==> src/rtl/chained_hash_table_engine_assert.svh <==
// Assertion macros for the chained hash table engine.
// The including module must provide signals named clk and rst.
`ifndef CHAINED_HASH_TABLE_ENGINE_ASSERT_SVH
`define CHAINED_HASH_TABLE_ENGINE_ASSERT_SVH

// Checks that the consequent holds in the same cycle as the antecedent.
`define CHT_ASSERT_NOW(lbl, ante, cons, msg) \
  lbl: assert property (@(posedge clk) disable iff (rst) (ante) |-> (cons)) else $error(msg);

// Checks that the consequent holds in the cycle after the antecedent.
`define CHT_ASSERT_NEXT(lbl, ante, cons, msg) \
  lbl: assert property (@(posedge clk) disable iff (rst) (ante) |=> (cons)) else $error(msg);

`endif

==> src/rtl/cht_pkg.sv <==
// Shared types and constants for the chained hash table engine.
// No dependencies; used by every module of the block but cht_ram.
`default_nettype none

package cht_pkg;

  localparam int BUCKETS = 64;   // power of two: the bucket is the low key bits
  localparam int POOL    = 48;

  localparam int BKT_W    = $clog2(BUCKETS);
  localparam int WALK_W   = $clog2(BUCKETS + 1);
  localparam int ENT_AW   = $clog2(POOL);
  localparam int IDX_W    = $clog2(POOL + 1);
  localparam int COUNT_W  = 6;
  localparam int KEY_W    = 32;
  localparam int VALUE_W  = 32;
  localparam int FUNC_W   = 3;

  localparam logic [IDX_W-1:0] NIL = IDX_W'(POOL);

  localparam logic [FUNC_W-1:0] FUNC_PUT    = 3'd0;
  localparam logic [FUNC_W-1:0] FUNC_GET    = 3'd1;
  localparam logic [FUNC_W-1:0] FUNC_REMOVE = 3'd2;
  localparam logic [FUNC_W-1:0] FUNC_CLEAR  = 3'd3;
  localparam logic [FUNC_W-1:0] FUNC_FIRST  = 3'd4;
  localparam logic [FUNC_W-1:0] FUNC_NEXT   = 3'd5;

  typedef enum logic [2:0] {
    OP_PUT, OP_GET, OP_REMOVE, OP_CLEAR, OP_FIRST, OP_NEXT, OP_NOP
  } op_t;

  typedef struct packed {
    logic [FUNC_W-1:0]  func;
    logic [KEY_W-1:0]   key;
    logic [VALUE_W-1:0] value;
  } req_t;

  typedef struct packed {
    logic               ok;
    logic [KEY_W-1:0]   out_key;
    logic [VALUE_W-1:0] out_value;
    logic [COUNT_W-1:0] entry_count;
  } rsp_t;

  typedef struct packed {
    op_t                op;
    logic [KEY_W-1:0]   key;
    logic [VALUE_W-1:0] value;
    logic [BKT_W-1:0]   bucket;
  } cmd_t;

  typedef struct packed {
    logic [IDX_W-1:0] count;
  } status_t;

endpackage

`default_nettype wire

==> src/rtl/cht_ram.sv <==
// Generic single-write, single-read RAM with registered read data.
// No dependencies.
`default_nettype none

module cht_ram #(
  parameter int WIDTH = 8,
  parameter int DEPTH = 16
) (
  input  wire logic                     clk,
  input  wire logic                     we,
  input  wire logic [$clog2(DEPTH)-1:0] waddr,
  input  wire logic [WIDTH-1:0]         wdata,
  input  wire logic                     re,
  input  wire logic [$clog2(DEPTH)-1:0] raddr,
  output      logic [WIDTH-1:0]         rdata
);

  logic [WIDTH-1:0] mem [DEPTH];

  always_ff @(posedge clk) begin
    if (we) begin
      mem[waddr] <= wdata;
    end
    if (re) begin
      rdata <= mem[raddr];
    end
  end

endmodule

`default_nettype wire

==> src/rtl/cht_front.sv <==
// Front end: decodes each request into a command and queues it in two slots.
// Depends on cht_pkg.
`default_nettype none

module cht_front (
  input  wire logic          clk,
  input  wire logic          rst,
  input  wire logic          req_valid,
  output      logic          req_stall,
  input  wire cht_pkg::req_t req,
  output      logic          q_valid,
  input  wire logic          q_pop,
  output      cht_pkg::cmd_t q_item
);

  cht_pkg::cmd_t slot [2];
  logic          wp;
  logic          rp;
  logic [1:0]    fill;
  cht_pkg::cmd_t cmd;
  logic          push;

  always_comb begin
    cmd.key    = req.key;
    cmd.value  = req.value;
    cmd.bucket = req.key[cht_pkg::BKT_W-1:0];
    case (req.func)
      cht_pkg::FUNC_PUT:    cmd.op = cht_pkg::OP_PUT;
      cht_pkg::FUNC_GET:    cmd.op = cht_pkg::OP_GET;
      cht_pkg::FUNC_REMOVE: cmd.op = cht_pkg::OP_REMOVE;
      cht_pkg::FUNC_CLEAR:  cmd.op = cht_pkg::OP_CLEAR;
      cht_pkg::FUNC_FIRST:  cmd.op = cht_pkg::OP_FIRST;
      cht_pkg::FUNC_NEXT:   cmd.op = cht_pkg::OP_NEXT;
      default:              cmd.op = cht_pkg::OP_NOP;
    endcase
  end

  assign req_stall = (fill == 2'd2);
  assign push      = req_valid && !req_stall;
  assign q_valid   = (fill != 2'd0);
  assign q_item    = slot[rp];

  always_ff @(posedge clk) begin
    if (push) begin
      slot[wp] <= cmd;
    end
    if (rst) begin
      wp   <= 1'b0;
      rp   <= 1'b0;
      fill <= 2'd0;
    end else begin
      if (push) begin
        wp <= ~wp;
      end
      if (q_pop && q_valid) begin
        rp <= ~rp;
      end
      case ({push, q_pop && q_valid})
        2'b10:   fill <= fill + 2'd1;
        2'b01:   fill <= fill - 2'd1;
        default: fill <= fill;
      endcase
    end
  end

endmodule

`default_nettype wire

==> src/rtl/cht_back.sv <==
// Back end: sequencer that walks chains and buckets through the table RAMs.
// Depends on cht_pkg and cht_ram.
`default_nettype none

module cht_back (
  input  wire logic             clk,
  input  wire logic             rst,
  input  wire logic             q_valid,
  output      logic             q_pop,
  input  wire cht_pkg::cmd_t    q_item,
  output      logic             rsp_valid,
  input  wire logic             rsp_stall,
  output      cht_pkg::rsp_t    rsp,
  output      cht_pkg::status_t status
);

  typedef enum logic [3:0] {
    S_IDLE, S_START, S_HEAD, S_READ, S_CMP, S_FREE, S_ALLOC, S_INSERT,
    S_WLINK, S_WALK, S_WHEAD, S_WOUT, S_DONE
  } state_t;

  state_t                        state;
  cht_pkg::op_t                  op;
  logic [cht_pkg::KEY_W-1:0]     key_q;
  logic [cht_pkg::VALUE_W-1:0]   value_q;
  logic [cht_pkg::BKT_W-1:0]     bkt_q;
  logic [cht_pkg::IDX_W-1:0]     cur;
  logic [cht_pkg::IDX_W-1:0]     prev;
  logic [cht_pkg::IDX_W-1:0]     first;
  logic [cht_pkg::IDX_W-1:0]     free_head;
  logic [cht_pkg::IDX_W-1:0]     fresh;
  logic [cht_pkg::IDX_W-1:0]     count;
  logic [cht_pkg::WALK_W-1:0]    walk_bucket;
  logic [cht_pkg::IDX_W-1:0]     walk_entry;
  logic [cht_pkg::BUCKETS-1:0]   head_valid;
  logic                          hv_q;
  logic                          res_ok;
  logic [cht_pkg::KEY_W-1:0]     res_key;
  logic [cht_pkg::VALUE_W-1:0]   res_value;

  logic                          head_re;
  logic [cht_pkg::BKT_W-1:0]     head_raddr;
  logic [cht_pkg::IDX_W-1:0]     head_rd;
  logic                          head_we;
  logic [cht_pkg::BKT_W-1:0]     head_waddr;
  logic [cht_pkg::IDX_W-1:0]     head_wdata;
  logic                          ent_re;
  logic [cht_pkg::IDX_W-1:0]     ent_raddr;
  logic [cht_pkg::KEY_W-1:0]     key_rd;
  logic [cht_pkg::VALUE_W-1:0]   value_rd;
  logic [cht_pkg::IDX_W-1:0]     link_rd;
  logic                          key_we;
  logic                          value_we;
  logic [cht_pkg::IDX_W-1:0]     kv_waddr;
  logic                          link_we;
  logic [cht_pkg::IDX_W-1:0]     link_waddr;
  logic [cht_pkg::IDX_W-1:0]     link_wdata;
  logic [cht_pkg::IDX_W-1:0]     ins_idx;
  logic [cht_pkg::IDX_W-1:0]     head_cur;
  logic                          key_hit;

  assign ins_idx  = (free_head != cht_pkg::NIL) ? free_head : fresh;
  assign head_cur = hv_q ? head_rd : cht_pkg::NIL;
  assign key_hit  = (key_rd == key_q);
  assign q_pop    = (state == S_IDLE) && q_valid;
  assign status.count = count;

  always_comb begin
    head_re    = 1'b0;
    head_raddr = bkt_q;
    head_we    = 1'b0;
    head_waddr = bkt_q;
    head_wdata = ins_idx;
    ent_re     = 1'b0;
    ent_raddr  = cur;
    key_we     = 1'b0;
    value_we   = 1'b0;
    kv_waddr   = cur;
    link_we    = 1'b0;
    link_waddr = cur;
    link_wdata = free_head;
    case (state)
      S_START: begin
        if ((op == cht_pkg::OP_PUT && count != cht_pkg::NIL) ||
            op == cht_pkg::OP_GET || op == cht_pkg::OP_REMOVE) begin
          head_re = 1'b1;
        end
        if (op == cht_pkg::OP_NEXT && walk_entry != cht_pkg::NIL) begin
          ent_re    = 1'b1;
          ent_raddr = walk_entry;
        end
      end
      S_READ: begin
        ent_re = 1'b1;
      end
      S_CMP: begin
        if (key_hit && op == cht_pkg::OP_PUT) begin
          value_we = 1'b1;
        end
        if (key_hit && op == cht_pkg::OP_REMOVE) begin
          if (prev == cht_pkg::NIL) begin
            head_we    = 1'b1;
            head_wdata = link_rd;
          end else begin
            link_we    = 1'b1;
            link_waddr = prev;
            link_wdata = link_rd;
          end
        end
      end
      S_FREE: begin
        link_we = 1'b1;
      end
      S_ALLOC: begin
        if (free_head != cht_pkg::NIL) begin
          ent_re    = 1'b1;
          ent_raddr = free_head;
        end
      end
      S_INSERT: begin
        key_we     = 1'b1;
        value_we   = 1'b1;
        kv_waddr   = ins_idx;
        link_we    = 1'b1;
        link_waddr = ins_idx;
        link_wdata = first;
        head_we    = 1'b1;
      end
      S_WALK: begin
        if (walk_entry != cht_pkg::NIL) begin
          ent_re    = 1'b1;
          ent_raddr = walk_entry;
        end else if (walk_bucket != cht_pkg::WALK_W'(cht_pkg::BUCKETS)) begin
          head_re    = 1'b1;
          head_raddr = walk_bucket[cht_pkg::BKT_W-1:0];
        end
      end
      default: begin
      end
    endcase
  end

  cht_ram #(.WIDTH(cht_pkg::IDX_W), .DEPTH(cht_pkg::BUCKETS)) u_head_ram (
    .clk(clk), .we(head_we), .waddr(head_waddr), .wdata(head_wdata),
    .re(head_re), .raddr(head_raddr), .rdata(head_rd)
  );

  cht_ram #(.WIDTH(cht_pkg::KEY_W), .DEPTH(cht_pkg::POOL)) u_key_ram (
    .clk(clk), .we(key_we), .waddr(kv_waddr[cht_pkg::ENT_AW-1:0]), .wdata(key_q),
    .re(ent_re), .raddr(ent_raddr[cht_pkg::ENT_AW-1:0]), .rdata(key_rd)
  );

  cht_ram #(.WIDTH(cht_pkg::VALUE_W), .DEPTH(cht_pkg::POOL)) u_value_ram (
    .clk(clk), .we(value_we), .waddr(kv_waddr[cht_pkg::ENT_AW-1:0]), .wdata(value_q),
    .re(ent_re), .raddr(ent_raddr[cht_pkg::ENT_AW-1:0]), .rdata(value_rd)
  );

  cht_ram #(.WIDTH(cht_pkg::IDX_W), .DEPTH(cht_pkg::POOL)) u_link_ram (
    .clk(clk), .we(link_we), .waddr(link_waddr[cht_pkg::ENT_AW-1:0]), .wdata(link_wdata),
    .re(ent_re), .raddr(ent_raddr[cht_pkg::ENT_AW-1:0]), .rdata(link_rd)
  );

  always_ff @(posedge clk) begin
    if (rst) begin
      state       <= S_IDLE;
      rsp_valid   <= 1'b0;
      free_head   <= cht_pkg::NIL;
      fresh       <= '0;
      count       <= '0;
      walk_bucket <= '0;
      walk_entry  <= cht_pkg::NIL;
      head_valid  <= '0;
    end else begin
      // In S_DONE the response register is handled below.
      if (rsp_valid && !rsp_stall && state != S_DONE) begin
        rsp_valid <= 1'b0;
      end
      if (head_re) begin
        hv_q <= head_valid[head_raddr];
      end
      case (state)
        S_IDLE: begin
          if (q_valid) begin
            op        <= q_item.op;
            key_q     <= q_item.key;
            value_q   <= q_item.value;
            bkt_q     <= q_item.bucket;
            res_ok    <= 1'b0;
            res_key   <= '0;
            res_value <= '0;
            state     <= S_START;
          end
        end
        S_START: begin
          case (op)
            cht_pkg::OP_PUT: begin
              state <= (count == cht_pkg::NIL) ? S_DONE : S_HEAD;
            end
            cht_pkg::OP_GET, cht_pkg::OP_REMOVE: begin
              state <= S_HEAD;
            end
            cht_pkg::OP_CLEAR: begin
              head_valid <= '0;
              free_head  <= cht_pkg::NIL;
              fresh      <= '0;
              count      <= '0;
              walk_entry <= cht_pkg::NIL;
              state      <= S_DONE;
            end
            cht_pkg::OP_FIRST: begin
              walk_bucket <= '0;
              walk_entry  <= cht_pkg::NIL;
              state       <= S_WALK;
            end
            cht_pkg::OP_NEXT: begin
              state <= (walk_entry != cht_pkg::NIL) ? S_WLINK : S_WALK;
            end
            default: begin
              state <= S_DONE;
            end
          endcase
        end
        S_HEAD: begin
          cur   <= head_cur;
          first <= head_cur;
          prev  <= cht_pkg::NIL;
          if (head_cur == cht_pkg::NIL) begin
            state <= (op == cht_pkg::OP_PUT) ? S_ALLOC : S_DONE;
          end else begin
            state <= S_READ;
          end
        end
        S_READ: begin
          state <= S_CMP;
        end
        S_CMP: begin
          if (key_hit) begin
            res_ok <= 1'b1;
            case (op)
              cht_pkg::OP_GET: begin
                res_value <= value_rd;
                state     <= S_DONE;
              end
              cht_pkg::OP_REMOVE: begin
                if (walk_entry == cur) begin
                  walk_entry <= link_rd;
                end
                state <= S_FREE;
              end
              default: begin
                state <= S_DONE;
              end
            endcase
          end else begin
            prev <= cur;
            cur  <= link_rd;
            if (link_rd == cht_pkg::NIL) begin
              state <= (op == cht_pkg::OP_PUT) ? S_ALLOC : S_DONE;
            end else begin
              state <= S_READ;
            end
          end
        end
        S_FREE: begin
          free_head <= cur;
          count     <= count - 1'b1;
          state     <= S_DONE;
        end
        S_ALLOC: begin
          state <= S_INSERT;
        end
        S_INSERT: begin
          if (free_head != cht_pkg::NIL) begin
            free_head <= link_rd;
          end else begin
            fresh <= fresh + 1'b1;
          end
          count             <= count + 1'b1;
          head_valid[bkt_q] <= 1'b1;
          res_ok            <= 1'b1;
          state             <= S_DONE;
        end
        S_WLINK: begin
          walk_entry <= link_rd;
          state      <= S_WALK;
        end
        S_WALK: begin
          if (walk_entry != cht_pkg::NIL) begin
            state <= S_WOUT;
          end else if (walk_bucket == cht_pkg::WALK_W'(cht_pkg::BUCKETS)) begin
            state <= S_DONE;
          end else begin
            walk_bucket <= walk_bucket + 1'b1;
            state       <= S_WHEAD;
          end
        end
        S_WHEAD: begin
          walk_entry <= head_cur;
          state      <= S_WALK;
        end
        S_WOUT: begin
          res_ok    <= 1'b1;
          res_key   <= key_rd;
          res_value <= value_rd;
          state     <= S_DONE;
        end
        S_DONE: begin
          if (!rsp_valid || !rsp_stall) begin
            rsp_valid       <= 1'b1;
            rsp.ok          <= res_ok;
            rsp.out_key     <= res_key;
            rsp.out_value   <= res_value;
            rsp.entry_count <= cht_pkg::COUNT_W'(count);
            state           <= S_IDLE;
          end
        end
        default: begin
          state <= S_IDLE;
        end
      endcase
    end
  end

endmodule

`default_nettype wire

==> src/rtl/chained_hash_table_engine.sv <==
// Chained hash table engine: one response per request, in request order. Clear, unused codes
// and a put to a full pool go straight to the response; get, put and remove read the bucket
// head and compare the chain entries one by one, then a put of a new key inserts an entry and
// a remove frees the one it unlinks. First scans the buckets from the start; next first
// follows a set cursor. The back end takes one request at a time; a two-slot queue takes
// them early. Reset (synchronous, active high) empties every bucket and the pool at once.
`default_nettype none

`include "chained_hash_table_engine_assert.svh"

module chained_hash_table_engine (
  input  wire logic          clk,
  input  wire logic          rst,
  input  wire logic          req_valid,
  output      logic          req_stall,
  input  wire cht_pkg::req_t req,
  output      logic          rsp_valid,
  input  wire logic          rsp_stall,
  output      cht_pkg::rsp_t rsp
);

  // The front end decodes the function code and takes the bucket from the
  // low key bits, then parks the command in a two-slot queue. This lets a
  // new request transfer while the back end is still walking a chain.
  logic             q_valid;
  logic             q_pop;
  cht_pkg::cmd_t    q_item;
  cht_pkg::status_t status;

  cht_front u_front (
    .clk       (clk),
    .rst       (rst),
    .req_valid (req_valid),
    .req_stall (req_stall),
    .req       (req),
    .q_valid   (q_valid),
    .q_pop     (q_pop),
    .q_item    (q_item)
  );

  // The back end owns the bucket head RAM, the entry key, value and link
  // RAMs, the free list and the iteration cursor. Entries are first handed
  // out in index order from a fill counter, and recycled entries go on the
  // free list, so no clearing pass is needed after reset or clear. Bucket
  // heads carry one valid bit each that reset and clear wipe at once.
  // Its result register holds a finished response until the transfer.
  cht_back u_back (
    .clk       (clk),
    .rst       (rst),
    .q_valid   (q_valid),
    .q_pop     (q_pop),
    .q_item    (q_item),
    .rsp_valid (rsp_valid),
    .rsp_stall (rsp_stall),
    .rsp       (rsp),
    .status    (status)
  );

  // A failed operation never returns a key or a value.
  `CHT_ASSERT_NOW(a_fail_zero, rsp_valid && !rsp.ok, rsp.out_key == '0 && rsp.out_value == '0, "failed response carries data")

  // The stored count never exceeds the pool size.
  `CHT_ASSERT_NOW(a_count_max, 1'b1, status.count <= cht_pkg::NIL, "stored count beyond pool")

  // The count moves by at most one per cycle, except when a clear empties it.
  `CHT_ASSERT_NEXT(a_count_step, 1'b1, status.count == $past(status.count) || status.count == $past(status.count) + 1'b1 || status.count == $past(status.count) - 1'b1 || status.count == '0, "stored count jumped")

endmodule

`default_nettype wire

==> config.mk <==
export PLATFORM = sky130hd
export DESIGN_NAME = chained_hash_table_engine
export DESIGN_NICKNAME = d
export VERILOG_FILES = /design/src/rtl/cht_pkg.sv /design/src/rtl/cht_ram.sv /design/src/rtl/cht_front.sv /design/src/rtl/cht_back.sv /design/src/rtl/chained_hash_table_engine.sv
export VERILOG_INCLUDE_DIRS = /design/src /design/src/rtl
export SDC_FILE = /design/constraint.sdc
export NUM_CORES = 2
export LEC_CHECK = 0
export ABC_AREA = 1
export BUFFER_PORTS_ARGS = -buffer_cell sky130_fd_sc_hd__buf_2
export CORE_MARGIN = 3
export CORE_UTILIZATION = 45
export DETAILED_ROUTE_END_ITERATION = 8
export PLACE_DENSITY_LB_ADDON = 0.3
export SYNTH_ARGS = -nofsm -noshare
export SYNTH_HDL_FRONTEND = slang
export SYNTH_HIERARCHICAL = 1
export SYNTH_SLANG_ARGS = --single-unit
export TNS_END_PERCENT = 20
==> constraint.sdc <==
create_clock -name clk -period 10.8 [get_ports clk]
set_input_delay 0 -clock clk [delete_from_list [all_inputs] [get_ports clk]]
set_output_delay 0 -clock clk [all_outputs]
set_load 0.005 [all_outputs]
==> impl_metrics.yaml <==
final_layout:
  syn_to_final_growth_pct: 12.2
  layout-drive-gt1-share_pct: 8.44
  final_common_cell: "edfxtp_1"
  final_nets: 14400
  fin_cells: 19700
  final_cell_mix: "edfxtp_1 (4182), nand2_1 (3800), nand3_1 (2475)"
  fillers: 32300
pwr:
  p_sw_w: 0.0152
  leakagePower_nw: 67.1
  p_seq_share_pct: 43.2
  switching_share_pct: 33.2
  p_per_area_nw_per_um2: 236
  p_comb_share_pct: 25.4
  ir_drop_mv: 0.231
  internal-power_w: 0.0305
  p_clk_share_pct: 31.4
clocking:
  path_clk_slew_ns: 0.06
  cts_buffers: 427
  cts_max_level: 5
  insertion_delay_ns: 0.99
  clockBufferDepth: 4
  ctsResizeCount: 0
  clock-sinks: 4287
  root_buffer: "clkbuf_16"
  cts_tree: "yes"
critical_path:
  startpoint_type: "register"
  critPathKind: "register to register"
  r2r_slack_ns: 5.03
  r2r_cells: 18
  r2r_end: "u_back/u_key_ram/rdata[8]"
  path_max_fanout: 184
  critPathRequiredTime_ns: 11.64
  critPathCaptureType: "register"
  critical_path_arrival_ns: 6.62
  rr_startpoint: "u_back/state[3]"
timing:
  finalSetupTns_ns: 0
  finClkSkew_ns: 0.107
  max_freq_mhz: 173
  slew_headroom_pct: 15.8
  hold_viol: 0
  worst_pin_slew_ns: 1.26
  min_period_ns: 5.77
  rsz0062_at_grt: "false"
  setup_viol: 0
  slew_violations: 0
  period_share_pct: 53.5
placed_design:
  port_buffers: 143
  place_inst: 18800
  gp_congestion: 0.899
  dp_hpwl_um: 256000
global_route:
  grt_max_degree: 207
  antenna_found_initial: 10
  grt_pass1_wl_um: 701000
  grt_use_total_pct: 24.0
  grt_pass1_vias: 104000
  grt_overflow_total: 0
synth:
  ys_ff_latch: 4287
  syn_nets: 14300
  async_flop_share_pct: 0
  synth_edf_count: 4182
  synth_flop_cell: "edfxtp_1"
  ys_types: 54
  synth_cells: 14200
  synth_area_um2: 172000
  synth_warnings: 6
  synth.avg_cell_area_um2: 12.1
  synth-seq-area-share_pct: 74.1
hold_path:
  holdPathEnd: "u_front/slot[0][45]"
  holdCritStartpoint: "req[39]"
  hold_class: "primary input to register"
  holdPathStages: 2
floorplan:
  row_count: 226
  die_h_um: 625
  start_util_pct: 45.3
  die_w_um: 625
  core_area_um2: 380000
  dieArea_um2: 390000
  pin_count: 144
routing:
  wirelength_um: 481000
  route.detailed.drc: 0
  dr.first_iter.drc_count: 13900
  via_count: 112000
  drt_pass1_iterations: 6
  vias_per_cell: 5.66
  ant_nets: 0
  detail_route.wl_per_cell_um: 24.4
flow_run:
  max-cap-violations: 0
run_status:
  status: "finished, final reports clean"
-- final cells by class --
class | count | area [µm²] | share of cell area (%)
inverter | 336 | 1320 | 0.681
antenna | 13 | 32.5 | 0.0168
multi-input combinational | 8755 | 40300 | 20.9
tap | 5016 | 6280 | 3.25
clock buffer | 529 | 11400 | 5.87
sequential | 4287 | 128000 | 66.1
timing repair buffer | 527 | 4160 | 2.15
clock inverter | 253 | 2130 | 1.10
-- timing repair --
item,CTS,global route
hold buffers,138,0
buffers inserted,0,0
endpoints found under the hold margin,218,0
-- worst max-delay path by stage --
stage                    startpoint                    endpoint  slack [ns]
CTS                 u_back/state[3]  u_back/u_key_ram/rdata[11]        5.16
detailed placement  u_back/state[3]   u_back/u_key_ram/rdata[8]        5.11
global route        u_back/state[2]   u_back/u_key_ram/rdata[8]        4.62
floorplan           u_back/state[0]               u_back/rsp[0]        4.59
global placement    u_back/state[3]   u_back/u_key_ram/rdata[8]        5.13
finish              u_back/state[3]   u_back/u_key_ram/rdata[8]        5.03
-- per-layer routing --
layer  wire length, µm  track usage, %  share of wire, %  vias up
met5                13               0            0.0027        -
met4             25300            11.4               5.2        2
met3             40500            3.50               8.4      877
met2            226000            38.3                47     5213
met1            189000            32.5                39    54800
li1                  -               -                 -    50600
-- critical path, stage by stage, from the launching register on --
cell,delay (ns)
dfxtp_1,0.36
nor2_1,0.19
inv_2,0.09
nor2_4,0.14
inv_2,0.06
nor2_1,0.12
inv_1,0.09
o21a_1,0.33
o221ai_4,0.26
buf_12,0.53
buf_4,0.81
buf_12,0.60
buf_4,0.88
o21ai_0,0.22
o211ai_1,0.22
nand3_1,0.11
nand2_1,0.15
nand2_1,0.08
nand2_1,0.10
-- through the flow --
stage | hold WS (ns) | power (W) | cell area [µm²] | util (%) | setup slack (ns)
finish | 0.105 | 0.0457 | 193000 | 50.9 | 5.03
global route | 0.0484 | 0.0475 | 193000 | 50.9 | 4.62
CTS | 0.0666 | 0.0458 | 193000 | 50.8 | 5.16
detailed placement | 0.192 | 0.0315 | 178000 | 46.9 | 5.11
global placement | 0.189 | 0.0314 | 178000 | 46.9 | 5.13
floorplan | 0.0989 | 0.0274 | 172000 | - | 4.59
-- state kept, by name, summed over array words and instances (netlist names), 64 cells and up, named ones only --
| signal | cells |
|---|---|
| u_back/u_link_ram/mem | 288 |
| u_back/rsp | 71 |
| u_back/head_valid | 64 |
| u_back/u_head_ram/mem | 384 |
| u_front/slot | 134 |
| u_back/u_key_ram/mem | 1536 |
| u_back/u_value_ram/mem | 1536 |
-- power by group through the flow --
stage	Combinational, W	Sequential, W	Clock, W
floorplan	0.00697	0.0204	0
global placement	0.0113	0.0201	0
detailed placement	0.0114	0.0201	0
CTS	0.0115	0.0197	0.0145
global route	0.0126	0.0198	0.0152
finish	0.0116	0.0197	0.0144
-- kinds of logic (layout without fill, tap and decap cells) --
| logic type | count (synthesis) | count (layout) | share of synthesized area [%] |
|---|---|---|---|
| AO/OA/AOI/OAI | 1048 | 1048 | 3.55 |
| AND/OR/NAND/NOR | 7606 | 7606 | 18.5 |
| XOR/XNOR | 25 | 25 | 0.127 |
| multiplexers | 67 | 67 | 0.503 |
| adder cells (fa/ha/maj) | 9 | 9 | 0.0697 |
| other | 0 | 13 | 0 |
| buffers and inverters | 1192 | 1645 | 3.08 |
| flip-flops | 4287 | 4287 | 74.1 |
-- Yosys cell counts, types with 44 or more instances --
master    number  area share, %
edfxtp_1    4182             73
nand2_1     3802            8.3
nand3_1     2476            7.2
nor2_1      1193            2.6
o21ai_0      530            1.5
buf_2        386            1.1
clkbuf_1     327           0.71
inv_1        314           0.68
o211ai_1     286            1.2
a21oi_1      105           0.31
dfxtp_1      105            1.2
buf_1         76           0.17
o21ai_1       75           0.22
nor3_1        72           0.21
buf_4         44           0.19
No activity file was read; power rests on OpenSTA's default activity.
